File: config.mk
export PLATFORM = sky130hd
export DESIGN_NAME = paged_phy_mdio_access
export DESIGN_NICKNAME = d
export VERILOG_FILES = /design/src/design/pmdio_pkg.sv /design/src/design/pmdio_seq.sv /design/src/design/paged_phy_mdio_access.sv
export SDC_FILE = /design/constraint.sdc
export NUM_CORES = 1
export LEC_CHECK = 0
export BUFFER_PORTS_ARGS = -buffer_cell sky130_fd_sc_hd__buf_2
export CELL_PAD_IN_SITES_DETAIL_PLACEMENT = 0
export CELL_PAD_IN_SITES_GLOBAL_PLACEMENT = 1
export CORE_MARGIN = 5
export CORE_UTILIZATION = 44
export DETAILED_ROUTE_END_ITERATION = 8
export PLACE_DENSITY_LB_ADDON = 0.1
export SYNTH_ARGS = -nofsm -noshare
export SYNTH_HDL_FRONTEND = slang
export SYNTH_HIERARCHICAL = 1
export SYNTH_SLANG_ARGS = --single-unit
File: constraint.sdc
create_clock -name i_clk -period 3.5 [get_ports i_clk]
set_input_delay 0.35 -clock i_clk [delete_from_list [all_inputs] [get_ports i_clk]]
set_output_delay 0.35 -clock i_clk [all_outputs]
set_load 0.02 [all_outputs]
File: src/design/pmdio_pkg.sv
// shared types, codes and helpers of the paged phy mdio access block
package pmdio_pkg;

    // request kinds carried in the input tuser
    localparam logic [1:0] REQ_ACCESS   = 2'd0;
    localparam logic [1:0] REQ_READBACK = 2'd1;
    localparam logic [1:0] REQ_TICK     = 2'd2;

    // result kinds carried in the output tuser
    localparam logic KIND_CMD  = 1'b0;
    localparam logic KIND_DONE = 1'b1;

    // completion status codes
    localparam logic [2:0] ST_OK       = 3'd0;
    localparam logic [2:0] ST_BAD_REQ  = 3'd1;
    localparam logic [2:0] ST_NOT_OWN  = 3'd2;
    localparam logic [2:0] ST_TIMEOUT  = 3'd3;
    localparam logic [2:0] ST_ALL_ONES = 3'd4;
    localparam logic [2:0] ST_ERR_BIT  = 3'd5;
    localparam logic [2:0] ST_ECHO     = 3'd6;
    localparam logic [2:0] ST_BUSY     = 3'd7;

    // configuration register indexes
    localparam logic CFG_OWNED   = 1'b0;
    localparam logic CFG_TIMEOUT = 1'b1;

    localparam logic [15:0] TIMEOUT_RESET = 16'd10000;

    // page map
    localparam logic [9:0] HIGH_PAGE_LO  = 10'd768;
    localparam logic [9:0] HIGH_PAGE_END = 10'd800;
    localparam logic [4:0] SELECT_REG    = 5'd31;
    localparam logic [4:0] LAST_LOW_REG  = 5'd15;
    localparam logic [1:0] ADDR_HIGH     = 2'd1;
    localparam logic [1:0] ADDR_LOW      = 2'd2;

    // command / readback word bit positions
    localparam int CMD_WRITE_BIT = 26;
    localparam int CMD_READ_BIT  = 27;
    localparam int RB_READY_BIT  = 28;
    localparam int RB_ERROR_BIT  = 30;

    typedef struct packed {
        logic [31:0] mdic_read;
        logic        is_write;
        logic [15:0] write_data;
        logic [4:0]  phy_reg;
        logic [9:0]  page;
        logic [1:0]  req_type;
    } t_item;

    typedef struct packed {
        logic        kind;
        logic [27:0] cmd;
        logic [2:0]  status;
        logic [15:0] rdata;
    } t_result;

    // build one command word: addr at bit 21, reg at bit 16
    function automatic logic [27:0] make_cmd(input logic [1:0] addr, input logic [4:0] rnum,
                                             input logic wr, input logic [15:0] data);
        logic [27:0] w;
        w = '0;
        w[22:21] = addr;
        w[20:16] = rnum;
        if (wr) begin
            w[CMD_WRITE_BIT] = 1'b1;
            w[15:0] = data;
        end else begin
            w[CMD_READ_BIT] = 1'b1;
        end
        return w;
    endfunction

endpackage

File: src/design/pmdio_seq.sv
// access sequencer: phase state, held request, timeout count and result logic
module pmdio_seq (
    input  logic               i_clk,
    input  logic               i_rst_n,
    input  logic               i_fire,
    input  pmdio_pkg::t_item   i_item,
    input  logic               i_owned,
    input  logic [15:0]        i_timeout,
    output logic               o_res_valid,
    output pmdio_pkg::t_result o_res
);

    typedef enum logic [1:0] {
        PH_IDLE = 2'd0,
        PH_SEL  = 2'd1,
        PH_MAIN = 2'd2
    } t_phase;

    t_phase      r_phase, n_phase;
    logic [1:0]  r_addr, n_addr;
    logic [4:0]  r_reg, n_reg;
    logic [15:0] r_data, n_data;
    logic        r_write, n_write;
    logic [16:0] r_wait, n_wait;

    logic        page_ok;
    logic        req_bad;
    logic [1:0]  req_addr;
    logic [9:0]  sel_page;
    logic [31:0] got;
    logic [1:0]  want_addr;
    logic [4:0]  want_reg;
    logic [16:0] wait_inc;
    logic        busy;

    assign got      = i_item.mdic_read;
    assign page_ok  = (i_item.page == '0) ||
                      (i_item.page >= pmdio_pkg::HIGH_PAGE_LO &&
                       i_item.page <  pmdio_pkg::HIGH_PAGE_END);
    assign req_bad  = (i_item.phy_reg == pmdio_pkg::SELECT_REG) || !page_ok;
    assign req_addr = (i_item.page >= pmdio_pkg::HIGH_PAGE_LO) ? pmdio_pkg::ADDR_HIGH
                                                               : pmdio_pkg::ADDR_LOW;
    // page 768 selects as page 0
    assign sel_page = (i_item.page == pmdio_pkg::HIGH_PAGE_LO) ? '0 : i_item.page;
    assign want_addr = (r_phase == PH_SEL) ? pmdio_pkg::ADDR_HIGH : r_addr;
    assign want_reg  = (r_phase == PH_SEL) ? pmdio_pkg::SELECT_REG : r_reg;
    assign wait_inc  = r_wait + 17'd1;
    assign busy      = (r_phase != PH_IDLE);

    always_comb begin
        n_phase     = r_phase;
        n_addr      = r_addr;
        n_reg       = r_reg;
        n_data      = r_data;
        n_write     = r_write;
        n_wait      = r_wait;
        o_res_valid = 1'b0;
        o_res       = '0;
        if (i_fire) begin
            case (i_item.req_type)
                pmdio_pkg::REQ_ACCESS: begin
                    o_res_valid = 1'b1;
                    o_res.kind  = pmdio_pkg::KIND_DONE;
                    if (busy) begin
                        o_res.status = pmdio_pkg::ST_BUSY;
                    end else if (req_bad) begin
                        o_res.status = pmdio_pkg::ST_BAD_REQ;
                    end else if (!i_owned) begin
                        o_res.status = pmdio_pkg::ST_NOT_OWN;
                    end else begin
                        n_addr     = req_addr;
                        n_reg      = i_item.phy_reg;
                        n_data     = i_item.write_data;
                        n_write    = i_item.is_write;
                        n_wait     = '0;
                        o_res.kind = pmdio_pkg::KIND_CMD;
                        if (i_item.phy_reg > pmdio_pkg::LAST_LOW_REG) begin
                            n_phase   = PH_SEL;
                            o_res.cmd = pmdio_pkg::make_cmd(pmdio_pkg::ADDR_HIGH,
                                            pmdio_pkg::SELECT_REG, 1'b1,
                                            {1'b0, sel_page, 5'd0});
                        end else begin
                            n_phase   = PH_MAIN;
                            o_res.cmd = pmdio_pkg::make_cmd(req_addr, i_item.phy_reg,
                                            i_item.is_write, i_item.write_data);
                        end
                    end
                end
                pmdio_pkg::REQ_READBACK: begin
                    if (busy) begin
                        o_res.kind = pmdio_pkg::KIND_DONE;
                        if (got == '1) begin
                            o_res_valid  = 1'b1;
                            o_res.status = pmdio_pkg::ST_ALL_ONES;
                        end else if (!got[pmdio_pkg::RB_READY_BIT]) begin
                            // not ready yet: keep waiting
                            o_res_valid = 1'b0;
                        end else if (got[pmdio_pkg::RB_ERROR_BIT]) begin
                            o_res_valid  = 1'b1;
                            o_res.status = pmdio_pkg::ST_ERR_BIT;
                        end else if (got[20:16] != want_reg ||
                                     got[25:21] != {3'b000, want_addr}) begin
                            o_res_valid  = 1'b1;
                            o_res.status = pmdio_pkg::ST_ECHO;
                        end else if (r_phase == PH_SEL) begin
                            o_res_valid = 1'b1;
                            o_res.kind  = pmdio_pkg::KIND_CMD;
                            o_res.cmd   = pmdio_pkg::make_cmd(r_addr, r_reg, r_write, r_data);
                            n_phase     = PH_MAIN;
                        end else begin
                            o_res_valid  = 1'b1;
                            o_res.status = pmdio_pkg::ST_OK;
                            o_res.rdata  = r_write ? 16'd0 : got[15:0];
                        end
                        n_wait = '0;
                        if (o_res_valid && o_res.kind == pmdio_pkg::KIND_DONE) begin
                            n_phase = PH_IDLE;
                        end else if (!o_res_valid) begin
                            n_wait = r_wait;
                        end
                    end
                end
                pmdio_pkg::REQ_TICK: begin
                    if (busy) begin
                        if (wait_inc >= {1'b0, i_timeout}) begin
                            o_res_valid  = 1'b1;
                            o_res.kind   = pmdio_pkg::KIND_DONE;
                            o_res.status = pmdio_pkg::ST_TIMEOUT;
                            n_phase      = PH_IDLE;
                            n_wait       = '0;
                        end else begin
                            n_wait = wait_inc;
                        end
                    end
                end
                default: begin
                    n_phase = r_phase;
                end
            endcase
        end
    end

    always_ff @(posedge i_clk) begin
        if (!i_rst_n) begin
            r_phase <= PH_IDLE;
            r_addr  <= '0;
            r_reg   <= '0;
            r_data  <= '0;
            r_write <= 1'b0;
            r_wait  <= '0;
        end else begin
            r_phase <= n_phase;
            r_addr  <= n_addr;
            r_reg   <= n_reg;
            r_data  <= n_data;
            r_write <= n_write;
            r_wait  <= n_wait;
        end
    end

    // an access request while busy leaves the pending access alone
    a_busy_keeps_phase: assert property (@(posedge i_clk) disable iff (!i_rst_n)
        i_fire && busy && i_item.req_type == pmdio_pkg::REQ_ACCESS |=> $stable(r_phase))
        else $error("busy reject disturbed the pending access");

    // any completion other than busy returns to idle
    a_done_to_idle: assert property (@(posedge i_clk) disable iff (!i_rst_n)
        o_res_valid && o_res.kind == pmdio_pkg::KIND_DONE &&
        o_res.status != pmdio_pkg::ST_BUSY |=> r_phase == PH_IDLE)
        else $error("completion did not end the access");

    // each issued command restarts the timeout count
    a_cmd_clears_wait: assert property (@(posedge i_clk) disable iff (!i_rst_n)
        o_res_valid && o_res.kind == pmdio_pkg::KIND_CMD |=> r_wait == '0 && r_phase != PH_IDLE)
        else $error("command issued without restarting the wait count");

endmodule

File: src/design/paged_phy_mdio_access.sv
// top level of the paged phy mdio access sequencer
// Sequences one paged PHY register access through an MDIO command register. An input
// beat is an access request, a command register readback word or a time tick (tuser);
// an output beat is either a command word to write to the command register or an
// access completion (tuser). Registers above 15 first get a page-select write to PHY
// address 1, register 31; pages 768..799 use PHY address 1, page 0 address 2. Each
// command waits for a ready readback; all-ones, the error bit or an address/register
// echo mismatch fail the access, and timeout_ticks ticks without a good readback time
// it out. A request while an access is pending completes at once with busy status.
// Throughput is one beat per clock while the output is not stalled; an accepted beat passes
// through the input register, then the single-pass decision logic into the result register.
// A new beat is taken whenever the input register is empty or the result register is free
// or being drained, so a stalled output holds at most two beats before tready drops.
// Configuration writes are registered and belong to idle periods only; the user must keep
// to this, as the block does not enforce it.
module paged_phy_mdio_access (
    input  logic        i_clk,
    input  logic        i_rst_n,
    // configuration write port
    input  logic        i_cfg_we,
    input  logic        i_cfg_addr,
    input  logic [15:0] i_cfg_wdata,
    // input stream
    input  logic        s_axis_tvalid,
    output logic        s_axis_tready,
    input  logic [63:0] s_axis_tdata,  // page[9:0], phy_reg, write_data, is_write, mdic_read
    input  logic [1:0]  s_axis_tuser,  // req_type
    // result stream
    output logic        m_axis_tvalid,
    input  logic        m_axis_tready,
    output logic [47:0] m_axis_tdata,  // mdic_command[27:0], status, read_data, zero pad
    output logic        m_axis_tuser   // out_kind
);

    // configuration registers
    logic        r_owned;
    logic [15:0] r_timeout;

    // input register
    logic             r_in_valid;
    pmdio_pkg::t_item r_in;

    // result register
    logic               r_out_valid;
    pmdio_pkg::t_result r_out;

    logic               out_free;
    logic               advance;
    logic               in_take;
    logic               res_valid;
    pmdio_pkg::t_result res;

    always_ff @(posedge i_clk) begin
        if (!i_rst_n) begin
            r_owned   <= 1'b0;
            r_timeout <= pmdio_pkg::TIMEOUT_RESET;
        end else if (i_cfg_we) begin
            unique case (i_cfg_addr)
                pmdio_pkg::CFG_OWNED:   r_owned   <= i_cfg_wdata[0];
                pmdio_pkg::CFG_TIMEOUT: r_timeout <= i_cfg_wdata;
                default:                r_owned   <= r_owned;
            endcase
        end
    end

    // the result register is free when empty or draining this clock
    assign out_free      = !r_out_valid || m_axis_tready;
    assign advance       = r_in_valid && out_free;
    assign s_axis_tready = !r_in_valid || out_free;
    assign in_take       = s_axis_tvalid && s_axis_tready;

    always_ff @(posedge i_clk) begin
        if (!i_rst_n) begin
            r_in_valid <= 1'b0;
        end else if (in_take) begin
            r_in_valid <= 1'b1;
        end else if (advance) begin
            r_in_valid <= 1'b0;
        end
    end

    // payload unpack, first field in the low bits
    always_ff @(posedge i_clk) begin
        if (in_take) begin
            r_in.req_type   <= s_axis_tuser;
            r_in.page       <= s_axis_tdata[9:0];
            r_in.phy_reg    <= s_axis_tdata[14:10];
            r_in.write_data <= s_axis_tdata[30:15];
            r_in.is_write   <= s_axis_tdata[31];
            r_in.mdic_read  <= s_axis_tdata[63:32];
        end
    end

    pmdio_seq u_seq (
        .i_clk       (i_clk),
        .i_rst_n     (i_rst_n),
        .i_fire      (advance),
        .i_item      (r_in),
        .i_owned     (r_owned),
        .i_timeout   (r_timeout),
        .o_res_valid (res_valid),
        .o_res       (res)
    );

    always_ff @(posedge i_clk) begin
        if (!i_rst_n) begin
            r_out_valid <= 1'b0;
        end else if (advance) begin
            r_out_valid <= res_valid;
        end else if (m_axis_tready) begin
            r_out_valid <= 1'b0;
        end
    end

    always_ff @(posedge i_clk) begin
        if (advance) begin
            r_out <= res;
        end
    end

    assign m_axis_tvalid = r_out_valid;
    assign m_axis_tuser  = r_out.kind;
    assign m_axis_tdata  = {1'b0, r_out.rdata, r_out.status, r_out.cmd};

    // command beats never carry status or read data
    a_cmd_clean: assert property (@(posedge i_clk) disable iff (!i_rst_n)
        r_out_valid && r_out.kind == pmdio_pkg::KIND_CMD |->
        r_out.status == pmdio_pkg::ST_OK && r_out.rdata == '0)
        else $error("command beat with completion fields set");

    // an empty input register always takes a beat
    a_in_ready: assert property (@(posedge i_clk) disable iff (!i_rst_n)
        !r_in_valid |-> s_axis_tready)
        else $error("input stalled with an empty input register");

    // a stalled input register waits only on a full, blocked result register
    a_stall_cause: assert property (@(posedge i_clk) disable iff (!i_rst_n)
        r_in_valid && !advance |-> r_out_valid && !m_axis_tready)
        else $error("input held without an output stall");

endmodule
==> summary.txt, run 1 <==
CTS
  • Clock buffer count from CTS: 17
  • CTS resizes: 0
  • Hold_buf cts: 0
  • CTS Sinks: 176
  • H-tree depth: 4
  • CTS root buffer: clkbuf_16
  • CTS clk-pin slew, worst paths: 0.07 ns
  • Postcts setup bufs: 0
  • Clk_lat worst skew: 0.43 ns
  • CTS tree: done
  • Deepest clock path buffer count: 2

Die
  • Core area: 0.0173 sq mm
  • Chip width: 143 um
  • Io pins: 139
  • Row count: 48
  • Die Y: 143 um
  • Starting Density: 0.450
  • Die area: 0.0204 sq mm

STA
  • Final setup viols: 0
  • Sum Neg Setup Slack: 0 ns
  • Final hold viol count: 0
  • Period utilization: 0.916
  • FMAX: 312 MHz
  • Clock skew: 0.00985 ns
  • Worst-Margin Slew: 0.868 ns
  • RSZ-0062 raised after global routing: false
  • Final Worst Setup Slack: 0.296 ns
  • Max-slew violations: 0
  • Tmin final: 3.20 ns
  • WHS: 0.0869 ns
  • Slew headroom: 0.420

Logic synthesis
  • Post-synth EDFFs: 114
  • Ys Warns: 6
  • Synthesized area: 0.00778 sq mm
  • Synth area leader: edfxtp_1
  • Syn avg cell area: 10.9 sq um
  • Synth cell types: 58
  • Yosys top cell area share: 0.440
  • FFs w/ async S/R, synth: 0
  • Seq cells post-synth: 176
  • Synth Instances: 711
  • Register area share after synthesis: 0.600
  • Most used DFF post-synth: edfxtp_1
  • Ranking of synthesized cells by area: edfxtp_1, dfxtp_1, nand2_1, ha_1, a21oi_1

Place
  • Setup slack at placement: 0.309 ns
  • Placed cells: 1043
  • Hpwl dp: 12100 um
  • Port Buffers: 137
  • RePlAce Congestion: 0.777
  • Placed Instance Area: 0.00863 sq mm

Setup path
  • R2R Setup Slk: 0.30 ns
  • Arr. time, crit path: 3.55 ns
  • Worst EP required: 3.85 ns
  • Crit path kind: register to register
  • Worst flop-to-flop path endpoint: u_seq/r_wait[2]$_SDFFE_PN0P_
  • R2r worst-path depth: 13
  • Startpoint types: register
  • Critical R2R Launch: u_seq/r_wait[0]$_SDFFE_PN0P_
  • CP endpoint kind: register
  • CP Max Fanout: 22

Finish
  • Top reg by flops: r_in
  • Antenna cell count: 0
  • Share of layout cells above drive strength 1: 0.238
  • Final Non-Filler Cells: 1075
  • Final Core Density: 0.535
  • Area Overhead vs Synth: 18.9%
  • Max reg flops: 66
  • Fin nets: 946
  • Post-route cell area: 0.00925 sq mm

Global route
  • Total routing usage reported by global routing: 0.175
  • Initial antenna violation count: 0
  • Vias in the first global route: 5510
  • Global route total overflow: 0
  • First-pass GRT wire length: 27900 um
  • Largest net degree at the start of global routing: 67

Routing
  • Vias: 5643
  • Total routed wirelength: 17700 um
  • Number of vias per cell: 5.25
  • Residual DRC: 0
  • First-pass detailed-route iteration total: 5
  • Initial drt markers: 476
  • Routed Antenna Nets: 0
  • Wirelength per Cell: 16.5 um

Hold path
  • Min-delay src: s_axis_tdata[46]
  • Worst min path class: input port to register
  • Endpoint, Worst Hold: r_in[48]$_DFFE_PP_
  • Hold Crit Depth: 1

Power and ir drop
  • Pleak: 3.58 nW
  • Cell Pwr Density: 496 mW/mm^2
  • Peak supply drop: 0.415 mV
  • Tot Pwr: 4.59 mW

Flow run
  • MaxCap Viol Count: 0

Status
  • Status: complete, no violations
## kinds of logic after synthesis
logic type | share of synthesized area
simple gates | 0.180
compound gates | 0.118
flops | 0.600
mux | 0.00515
other cells | 0.000965
fa+ha+maj | 0.0338
xor+xnor | 0.0191
buf+inv | 0.0425
## layout by cell type (no fill, tap or decap), types with 5 or more instances in the layout
master,instances
buf_2,137
nand2_1,116
edfxtp_1,114
dfxtp_1,62
a21oi_1,44
o21ai_0,31
nor2_1,30
inv_1,27
nand3_1,27
nand4_1,22
ha_1,21
clkbuf_16,20
and2_1,17
a22oi_1,16
a31oi_1,11
buf_4,10
nor3_1,10
xor2_1,9
xnor2_1,8
nand3b_1,7
and3_1,7
nor2b_1,7
a21boi_0,6
nor4_1,6
o21ai_2,5
o211ai_2,5
## how the worst max path moves through the flow
stage | endpoint | from | slack, ns
6_report | u_seq/r_wait[2]$_SDFFE_PN0P_ | u_seq/r_wait[0]$_SDFFE_PN0P_ | 0.30
3_3_place_gp | u_seq/r_wait[7]$_SDFFE_PN0P_ | u_seq/r_wait[2]$_SDFFE_PN0P_ | 0.41
3_5_place_dp | u_seq/r_wait[7]$_SDFFE_PN0P_ | u_seq/r_wait[2]$_SDFFE_PN0P_ | 0.31
2_1_floorplan | u_seq/r_wait[11]$_SDFFE_PN0P_ | u_seq/r_wait[4]$_SDFFE_PN0P_ | 0.51
4_1_cts | u_seq/r_wait[2]$_SDFFE_PN0P_ | u_seq/r_wait[2]$_SDFFE_PN0P_ | 0.29
5_1_grt | m_axis_tvalid$_SDFFE_PN0P_ | u_seq/r_wait[0]$_SDFFE_PN0P_ | 0.03
## power by group
group / internal [mW] / switching [mW] / total, mW
clock network: 1.12 / 0.829 / 1.95
logic: 0.106 / 0.168 / 0.274
registers: 2.30 / 0.0577 / 2.36
total: 3.53 / 1.05 / 4.59
## synthesized netlist by cell type (all sizes together) (2+ instances only)
master	instances
nand3	27
buf	18
nor4	7
nand2b	4
nand2	116
o21ai	39
o21a	2
a22oi	16
nand4	22
inv	28
a2bb2oi	2
and3	7
conb	2
mux2i	4
edfxtp	114
and2	21
o41ai	2
a21boi	7
and4b	2
a31oi	11
dfxtp	62
o211ai	8
nand4b	4
nor2b	7
xor2	9
a21o	2
a21oi	44
xnor2	8
ha	21
nor3	11
a22o	4
or2	4
nand3b	7
nor2	30
and4	4
clkbuf	25
## cell type report
type	count	area, sq um
Fill cell	1562	8050
Sequential cell	176	4660
Multi-Input combinational cell	466	2800
Timing Repair Buffer	148	781
Clock buffer	21	504
Tap cell	225	282
Clock inverter	11	113
Inverter	28	105
## worst max-delay path, cell delays in order (launching register included)
cell       delay [ns]
dfxtp_1          0.41
ha_1             0.28
nand3_1          0.24
nor3_1           0.40
xor2_1           0.25
ha_1             0.29
a21oi_1          0.14
o21ai_0          0.09
a21oi_1          0.17
o2bb2ai_1        0.11
nor3b_2          0.24
buf_12           0.19
nand4b_1         0.12
a31oi_1          0.19
## layer usage
metal | vias to the layer above | wire [um] | track usage
met4 | 0 | 216 | 0.0585
met5 | - | 0 | 0
li1 | 2809 | - | -
met1 | 2637 | 7870 | 0.234
met3 | 18 | 1170 | 0.0432
met2 | 179 | 8450 | 0.279
Note: power is estimated with default switching activity, not from simulation.
==> run 2, diff against run 1 <==
--- a/config.mk
+++ b/config.mk
@@ -13,4 +13,5 @@
 export DETAILED_ROUTE_END_ITERATION = 8
 export PLACE_DENSITY_LB_ADDON = 0.1
+export RECOVER_POWER = 100
 export SYNTH_ARGS = -nofsm -noshare
 export SYNTH_HDL_FRONTEND = slang
==> constraint.sdc (replaced) <==
create_clock -name i_clk -period 3.5 [get_ports i_clk]
set_input_delay 0.35 -clock i_clk [delete_from_list [all_inputs] [get_ports i_clk]]
set_output_delay 0.35 -clock i_clk [all_outputs]
set_load 0.05 [all_outputs]
==> run 2 against run 1 <==
Compared with the run above:
- the run now ends with capacitance limit, slew limit left
- core utilization is 0.69 points lower
- power is 0.64% higher
- worst hold slack better by 0.00096 ns
- via count is 0.11% lower
- critical path depth stayed put
- clock power hardly changed
- critical endpoint unchanged
==> summary.txt, run 2 (synthesis results as in run 1) <==
CTS
  • H-tree depth: 4 (unchanged)
  • Clock buffer count from CTS: 17 (unchanged)
  • CTS resizes: 0 (unchanged)
  • Hold_buf cts: 0 (unchanged)
  • Deepest clock path buffer count: 2 (unchanged)
  • CTS Sinks: 176 (unchanged)
  • CTS tree: done (unchanged)
  • Postcts setup bufs: 0 (unchanged)
  • CTS clk-pin slew, worst paths: 0.07 ns (about the same)
  • CTS root buffer: clkbuf_16 (unchanged)
  • Clk_lat worst skew: 0.43 ns (about the same)

Power and ir drop
  • Tot Pwr: 4.62 mW (was 4.59 mW)
  • Pleak: 3.36 nW (was 3.58 nW)
  • Peak supply drop: 0.418 mV (was 0.415 mV)
  • Cell Pwr Density: 506 mW/mm^2 (was 496 mW/mm^2)

Global route
  • Initial antenna violation count: 0 (unchanged)
  • First-pass GRT wire length: 27900 um (unchanged)
  • Global route total overflow: 0 (unchanged)
  • Total routing usage reported by global routing: 0.175 (unchanged)
  • Largest net degree at the start of global routing: 67 (unchanged)
  • Vias in the first global route: 5510 (unchanged)

Setup path
  • Arr. time, crit path: 3.55 ns (about the same)
  • R2R Setup Slk: 0.30 ns (about the same)
  • Critical R2R Launch: u_seq/r_wait[2]$_SDFFE_PN0P_ (was u_seq/r_wait[0]$_SDFFE_PN0P_)
  • CP Max Fanout: 22 (unchanged)
  • Worst flop-to-flop path endpoint: u_seq/r_wait[2]$_SDFFE_PN0P_ (unchanged)
  • R2r worst-path depth: 13 (unchanged)
  • Worst EP required: 3.85 ns (about the same)
  • Startpoint types: register (unchanged)
  • CP endpoint kind: register (unchanged)
  • Crit path kind: register to register (unchanged)

STA
  • Slew headroom: -0.282 (was 0.420)
  • RSZ-0062 raised after global routing: false (unchanged)
  • Final setup viols: 0 (unchanged)
  • Max-slew violations: 105 (was 0)
  • Worst-Margin Slew: 1.92 ns (was 0.868 ns)
  • Tmin final: 3.20 ns (about the same)
  • Final hold viol count: 0 (unchanged)
  • WHS: 0.0879 ns (was 0.0869 ns)
  • Period utilization: 0.915 (was 0.916)
  • Clock skew: 0.0110 ns (was 0.00985 ns)
  • Sum Neg Setup Slack: 0 ns (unchanged)
  • FMAX: 312 MHz (about the same)

Place
  • RePlAce Congestion: 0.777 (unchanged)
  • Placed Instance Area: 0.00863 sq mm (unchanged)
  • Hpwl dp: 12100 um (unchanged)
  • Port Buffers: 137 (unchanged)

Die
  • Io pins: 139 (unchanged)
  • Starting Density: 0.450 (unchanged)
  • Chip width: 143 um (unchanged)
  • Die area: 0.0204 sq mm (unchanged)
  • Row count: 48 (unchanged)
  • Die Y: 143 um (unchanged)
  • Core area: 0.0173 sq mm (unchanged)

Routing
  • Initial drt markers: 457 (was 476)
  • First-pass detailed-route iteration total: 5 (unchanged)
  • Vias: 5637 (was 5643)
  • Number of vias per cell: 5.24 (was 5.25)
  • Wirelength per Cell: 16.5 um (about the same)
  • Routed Antenna Nets: 0 (unchanged)
  • Total routed wirelength: 17700 um (about the same)
  • Residual DRC: 0 (unchanged)

Finish
  • Post-route cell area: 0.00913 sq mm (was 0.00925 sq mm)
  • Share of layout cells above drive strength 1: 0.165 (was 0.238)
  • Area Overhead vs Synth: 17.4% (was 18.9%)
  • Commonest non-fill, non-tap cell in the layout: nand2_1 (was buf_2)
  • Max reg flops: 66 (unchanged)
  • Antenna cell count: 0 (unchanged)
  • Top reg by flops: r_in (unchanged)
  • Fin nets: 946 (unchanged)
  • Commonest non-fill, non-tap cells in the layout: nand2_1, edfxtp_1, buf_2, dfxtp_1, clkbuf_1 (was buf_2, nand2_1, edfxtp_1, dfxtp_1, a21oi_1)
  • Final Core Density: 0.528 (was 0.535)

Hold path
  • Hold Crit Depth: 1 (unchanged)
  • Min-delay src: s_axis_tdata[46] (unchanged)
  • Endpoint, Worst Hold: r_in[48]$_DFFE_PP_ (unchanged)
  • Worst min path class: input port to register (unchanged)

Flow run
  • MaxCap Viol Count: 2 (was 0)

Status
  • Status: finished with violations (was complete, no violations)
  • Violated checks: capacitance limit, slew limit
==> run 2: changes by cell type in the layout (fill, tap and decap cells not counted), sizes merged <==
cell,delta
buf,-59
clkbuf,+59
==> run 2: cell type report <==
type                            count  area (sq um)
Clock buffer                       21           504
Clock inverter                     11           113
Fill cell                        1593          8170
Inverter                           28           105
Multi-Input combinational cell    466          2770
Sequential cell                   176          4660
Tap cell                          225           282
Timing Repair Buffer              148           694
==> run 2: per-stage QoR <==
step	instances	worst slack, ns
2_1_floorplan	713	0.441
3_3_place_gp	1043	0.410
3_5_place_dp	1043	0.309
4_1_cts	1075	0.289
5_1_grt	1075	0.0275
6_report	1075	0.298
==> run 2: power breakdown <==
part	switching (mW)	total (mW)	internal [mW]
clock	0.830	1.95	1.12
combinational	0.200	0.299	0.0990
sequential	0.0581	2.36	2.31
==> run 2: per-layer routing <==
layer	routed length (um)	vias to the layer above	share of wire	GRT usage
met5	0	-	0	0
met3	1200	18	0.068	0.0432
met2	8420	175	0.48	0.279
met1	7850	2636	0.44	0.234
met4	216	0	0.012	0.0585
li1	-	2808	-	-
==> run 2: critical path, cell delays in order, from the launching register on <==
cell and delay [ns]:
dfxtp_1 0.44, nand3_1 0.22, nor2_1 0.27, and4_1 0.31
nand3_1 0.11, xnor2_1 0.23, ha_1 0.27, and4_1 0.21
a21oi_1 0.20, o2bb2ai_1 0.11, nor3b_2 0.24, buf_12 0.19
nand4b_1 0.12, a31oi_1 0.19
==> run 2: how the worst max path moves through the flow <==
stage / start / end / slack, ns / cells after the start
2_1_floorplan: m_axis_tvalid$_SDFFE_PN0P_ / r_in[0]$_DFFE_PP_ / 0.44 / 2
3_3_place_gp: u_seq/r_wait[2]$_SDFFE_PN0P_ / u_seq/r_wait[7]$_SDFFE_PN0P_ / 0.41 / 13
3_5_place_dp: u_seq/r_wait[2]$_SDFFE_PN0P_ / u_seq/r_wait[7]$_SDFFE_PN0P_ / 0.31 / 13
4_1_cts: u_seq/r_wait[2]$_SDFFE_PN0P_ / u_seq/r_wait[2]$_SDFFE_PN0P_ / 0.29 / 13
5_1_grt: u_seq/r_wait[0]$_SDFFE_PN0P_ / m_axis_tvalid$_SDFFE_PN0P_ / 0.03 / 13
6_report: u_seq/r_wait[2]$_SDFFE_PN0P_ / u_seq/r_wait[2]$_SDFFE_PN0P_ / 0.30 / 13
==> run 3, diff against run 2 <==
CELL_PAD_IN_SITES_DETAIL_PLACEMENT = unset   (was 0)
CELL_PAD_IN_SITES_GLOBAL_PLACEMENT = unset   (was 1)
CORE_UTILIZATION = 55   (was 44)
MAX_ROUTING_LAYER = met4   (was unset)
PLACE_DENSITY = 0.79   (was unset)
PLACE_DENSITY_LB_ADDON = unset   (was 0.1)
clock period = 3.9 ns   (was 3.5 ns; I/O delays follow)
==> run 3 against run 2 <==
Compared with the run above:
- the flow now finishes without violations
- sequential share of layout area grew 0.99 points
- sequential cell count is the same
- count of clock-buffer cells in the layout shrank 3
- worst hold slack gained 0.046 ns
- largest cell class unchanged
- cell area shrank 1.9%
- first-iteration DRC count grew 31%
- power shrank 14%
- final cell count shrank 4.7%
- non-clock buffer count shrank 6
- worst setup slack gained 0.13 ns
- die area shrank 19%
- critical path type unchanged
- combinational power shrank 12%
==> summary.txt, run 3 (synthesis results as in run 1) <==
Global route
  • Total routing usage reported by global routing: 0.219 (was 0.175)
  • Largest net degree at the start of global routing: 51 (was 67)
  • First-pass GRT wire length: 27700 um (was 27900 um)
  • Initial antenna violation count: 0 (unchanged)
  • Vias in the first global route: 5670 (was 5510)
  • Global route total overflow: 0 (unchanged)

Setup path
  • CP max stage delay: 0.85 ns (was 0.44 ns)
  • Critical Path Slowest Stage Cell: and2_1 (was dfxtp_1)
  • Worst flop-to-flop path endpoint: u_seq/r_addr[0]$_SDFFE_PN0P_ (was u_seq/r_wait[2]$_SDFFE_PN0P_)
  • Worst-path cell chain: nor3_1 > o21ai_0 > nor3_1 > and3_1 > and2_1 > nand3_1 > a21oi_1 (was nand3_1 > nor2_1 > and4_1 > nand3_1 > xnor2_1 > ha_1 > and4_1 > a21oi_1 > o2bb2ai_1 > nor3b_2 > buf_12 > nand4b_1 > a31oi_1)
  • Critical R2R Launch: r_in[7]$_DFFE_PP_ (was u_seq/r_wait[2]$_SDFFE_PN0P_)
  • WP buf/inv: 0 (was 1)
  • Worst EP required: 4.24 ns (was 3.85 ns)
  • Crit path kind: register to register (unchanged)
  • R2R Setup Slk: 0.43 ns (was 0.30 ns)
  • CP endpoint kind: register (unchanged)
  • R2r worst-path depth: 7 (was 13)
  • Crit path max-delay family: simple AND/OR/NAND/NOR gates (unchanged)
  • CP Max Fanout: 26 (was 22)
  • Arr. time, crit path: 3.81 ns (was 3.55 ns)
  • Cell mode on critical path: nor3_1
  • Critical path origin: r_in[7]$_DFFE_PP_ (was u_seq/r_wait[2]$_SDFFE_PN0P_)
  • Startpoint types: register (unchanged)

CTS
  • CTS tree: done (unchanged)
  • CTS Sinks: 176 (unchanged)
  • CTS clk-pin slew, worst paths: 0.07 ns (about the same)
  • CTS resizes: 0 (unchanged)
  • Postcts setup bufs: 0 (unchanged)
  • CTS root buffer: clkbuf_16 (unchanged)
  • Clock buffer count from CTS: 17 (unchanged)
  • Clk_lat worst skew: 0.43 ns (about the same)
  • Hold_buf cts: 0 (unchanged)
  • H-tree depth: 4 (unchanged)
  • Deepest clock path buffer count: 2 (unchanged)

STA
  • Max-slew violations: 0 (was 105)
  • Final Worst Setup Slack: 0.430 ns (was 0.298 ns)
  • FMAX: 288 MHz (was 312 MHz)
  • Clock skew: 0.0142 ns (was 0.0110 ns)
  • Final hold viol count: 0 (unchanged)
  • Sum Neg Setup Slack: 0 ns (unchanged)
  • Final setup viols: 0 (unchanged)
  • Tmin final: 3.47 ns (was 3.20 ns)
  • Period utilization: 0.890 (was 0.915)
  • Slew headroom: 0.113 (was -0.282)
  • RSZ-0062 raised after global routing: false (unchanged)
  • Worst-Margin Slew: 1.32 ns (was 1.92 ns)

Finish
  • Multi-input gate area: 0.00276 sq mm (was 0.00277 sq mm)
  • Area Overhead vs Synth: 15.1% (was 17.4%)
  • Final Core Density: 0.645 (was 0.528)
  • Storage cell area: 0.00466 sq mm (unchanged)
  • Share of layout cells above drive strength 1: 0.152 (was 0.165)
  • # fillers: 1114 (was 1593)
  • Antenna cell count: 0 (unchanged)
  • Fin nets: 940 (was 946)
  • Commonest non-fill, non-tap cell in the layout: nand2_1 (unchanged)
  • Top reg by flops: r_in (unchanged)
  • Commonest non-fill, non-tap cells in the layout: nand2_1, edfxtp_1, buf_2, dfxtp_1, clkbuf_1 (unchanged)
  • Max reg flops: 66 (unchanged)

Hold path
  • Worst min path class: input port to register (unchanged)
  • Hold Crit Depth: 1 (unchanged)
  • Min-delay src: s_axis_tdata[56] (was s_axis_tdata[46])
  • Endpoint, Worst Hold: r_in[58]$_DFFE_PP_ (was r_in[48]$_DFFE_PP_)

Routing
  • Routed Antenna Nets: 0 (unchanged)
  • Number of vias per cell: 5.76 (was 5.24)
  • Vias: 5903 (was 5637)
  • Initial drt markers: 599 (was 457)
  • Wirelength per Cell: 17.2 um (was 16.5 um)
  • Total routed wirelength: 17600 um (was 17700 um)
  • First-pass detailed-route iteration total: 5 (unchanged)
  • Residual DRC: 0 (unchanged)

Power and ir drop
  • Peak supply drop: 0.320 mV (was 0.418 mV)
  • Cell Pwr Density: 445 mW/mm^2 (was 506 mW/mm^2)
  • Pleak: 3.28 nW (was 3.36 nW)

Place
  • Setup slack at placement: 0.560 ns (was 0.309 ns)
  • RePlAce Congestion: 0.853 (was 0.777)
  • Port Buffers: 137 (unchanged)
  • Hpwl dp: 12100 um (about the same)

Die
  • Row count: 43 (was 48)
  • Chip width: 129 um (was 143 um)
  • Core area: 0.0139 sq mm (was 0.0173 sq mm)
  • Die area: 0.0166 sq mm (was 0.0204 sq mm)
  • Starting Density: 0.560 (was 0.450)
  • Io pins: 139 (unchanged)
  • Die Y: 129 um (was 143 um)

Flow run
  • MaxCap Viol Count: 0 (was 2)

Status
  • Status: complete, no violations (was finished with violations)
[run 3: cell count changes in the layout (fill, tap and decap cells not counted), sizes merged]
cell	before	now
clkinvlp	1	4
clkbuf	80	79
buf	89	81
bufinv	1	0
inv	34	35
[run 3: worst max path at each step]
stage / endpoint / slack [ns] / depth (start not counted)
after detailed placement: u_seq/r_addr[1]$_SDFFE_PN0P_ / 0.56 / 7
final: u_seq/r_addr[0]$_SDFFE_PN0P_ / 0.43 / 7
after floorplan: r_in[0]$_DFFE_PP_ / 0.84 / 2
after global placement: m_axis_tdata[16]$_DFFE_PP_ / 0.62 / 7
after CTS: u_seq/r_addr[0]$_SDFFE_PN0P_ / 0.54 / 7
after global routing: u_seq/r_wait[2]$_SDFFE_PN0P_ / 0.16 / 13
[run 3: stage by stage]
step	hold slack (ns)	cells	power [mW]	instance area, sq um
4_1_cts	0.120	1024	4.02	9080
3_5_place_dp	0.447	992	2.43	8520
5_1_grt	0.113	1024	4.14	8950
3_3_place_gp	0.438	992	2.42	8520
2_1_floorplan	0.428	713	2.33	7790
6_report	0.134	1024	3.99	8950
[run 3: layer usage]
layer	up-vias	global-route usage	wire, um
met5	-	-	0
met4	0	0.0550	153
met3	13	0.0648	1620
met2	271	0.338	8310
met1	2822	0.285	7540
li1	2797	-	-
[run 3: area by class of cell]
type | instances | share of cell area
sequential | 176 | 0.521
clock buffer | 18 | 0.0490
clock inverter | 14 | 0.0137
multi-input combinational | 466 | 0.308
inverter | 28 | 0.0117
timing repair buffer | 142 | 0.0718
tap | 180 | 0.0252
[run 3: worst reg2reg max path: stages, from the launching register on]
cell and delay [ns]:
edfxtp_1 0.39, nor3_1 0.45, o21ai_0 0.33, nor3_1 0.31, and3_1 0.63, and2_1 0.85
nand3_1 0.22, a21oi_1 0.20
[run 3: power by group]
part	total [mW]	switching [mW]	internal (mW)	leakage, nW
Sequential	2.12	0.0519	2.07	1.64
Combinational	0.263	0.179	0.0839	1.38
Clock	1.61	0.752	0.854	0.264
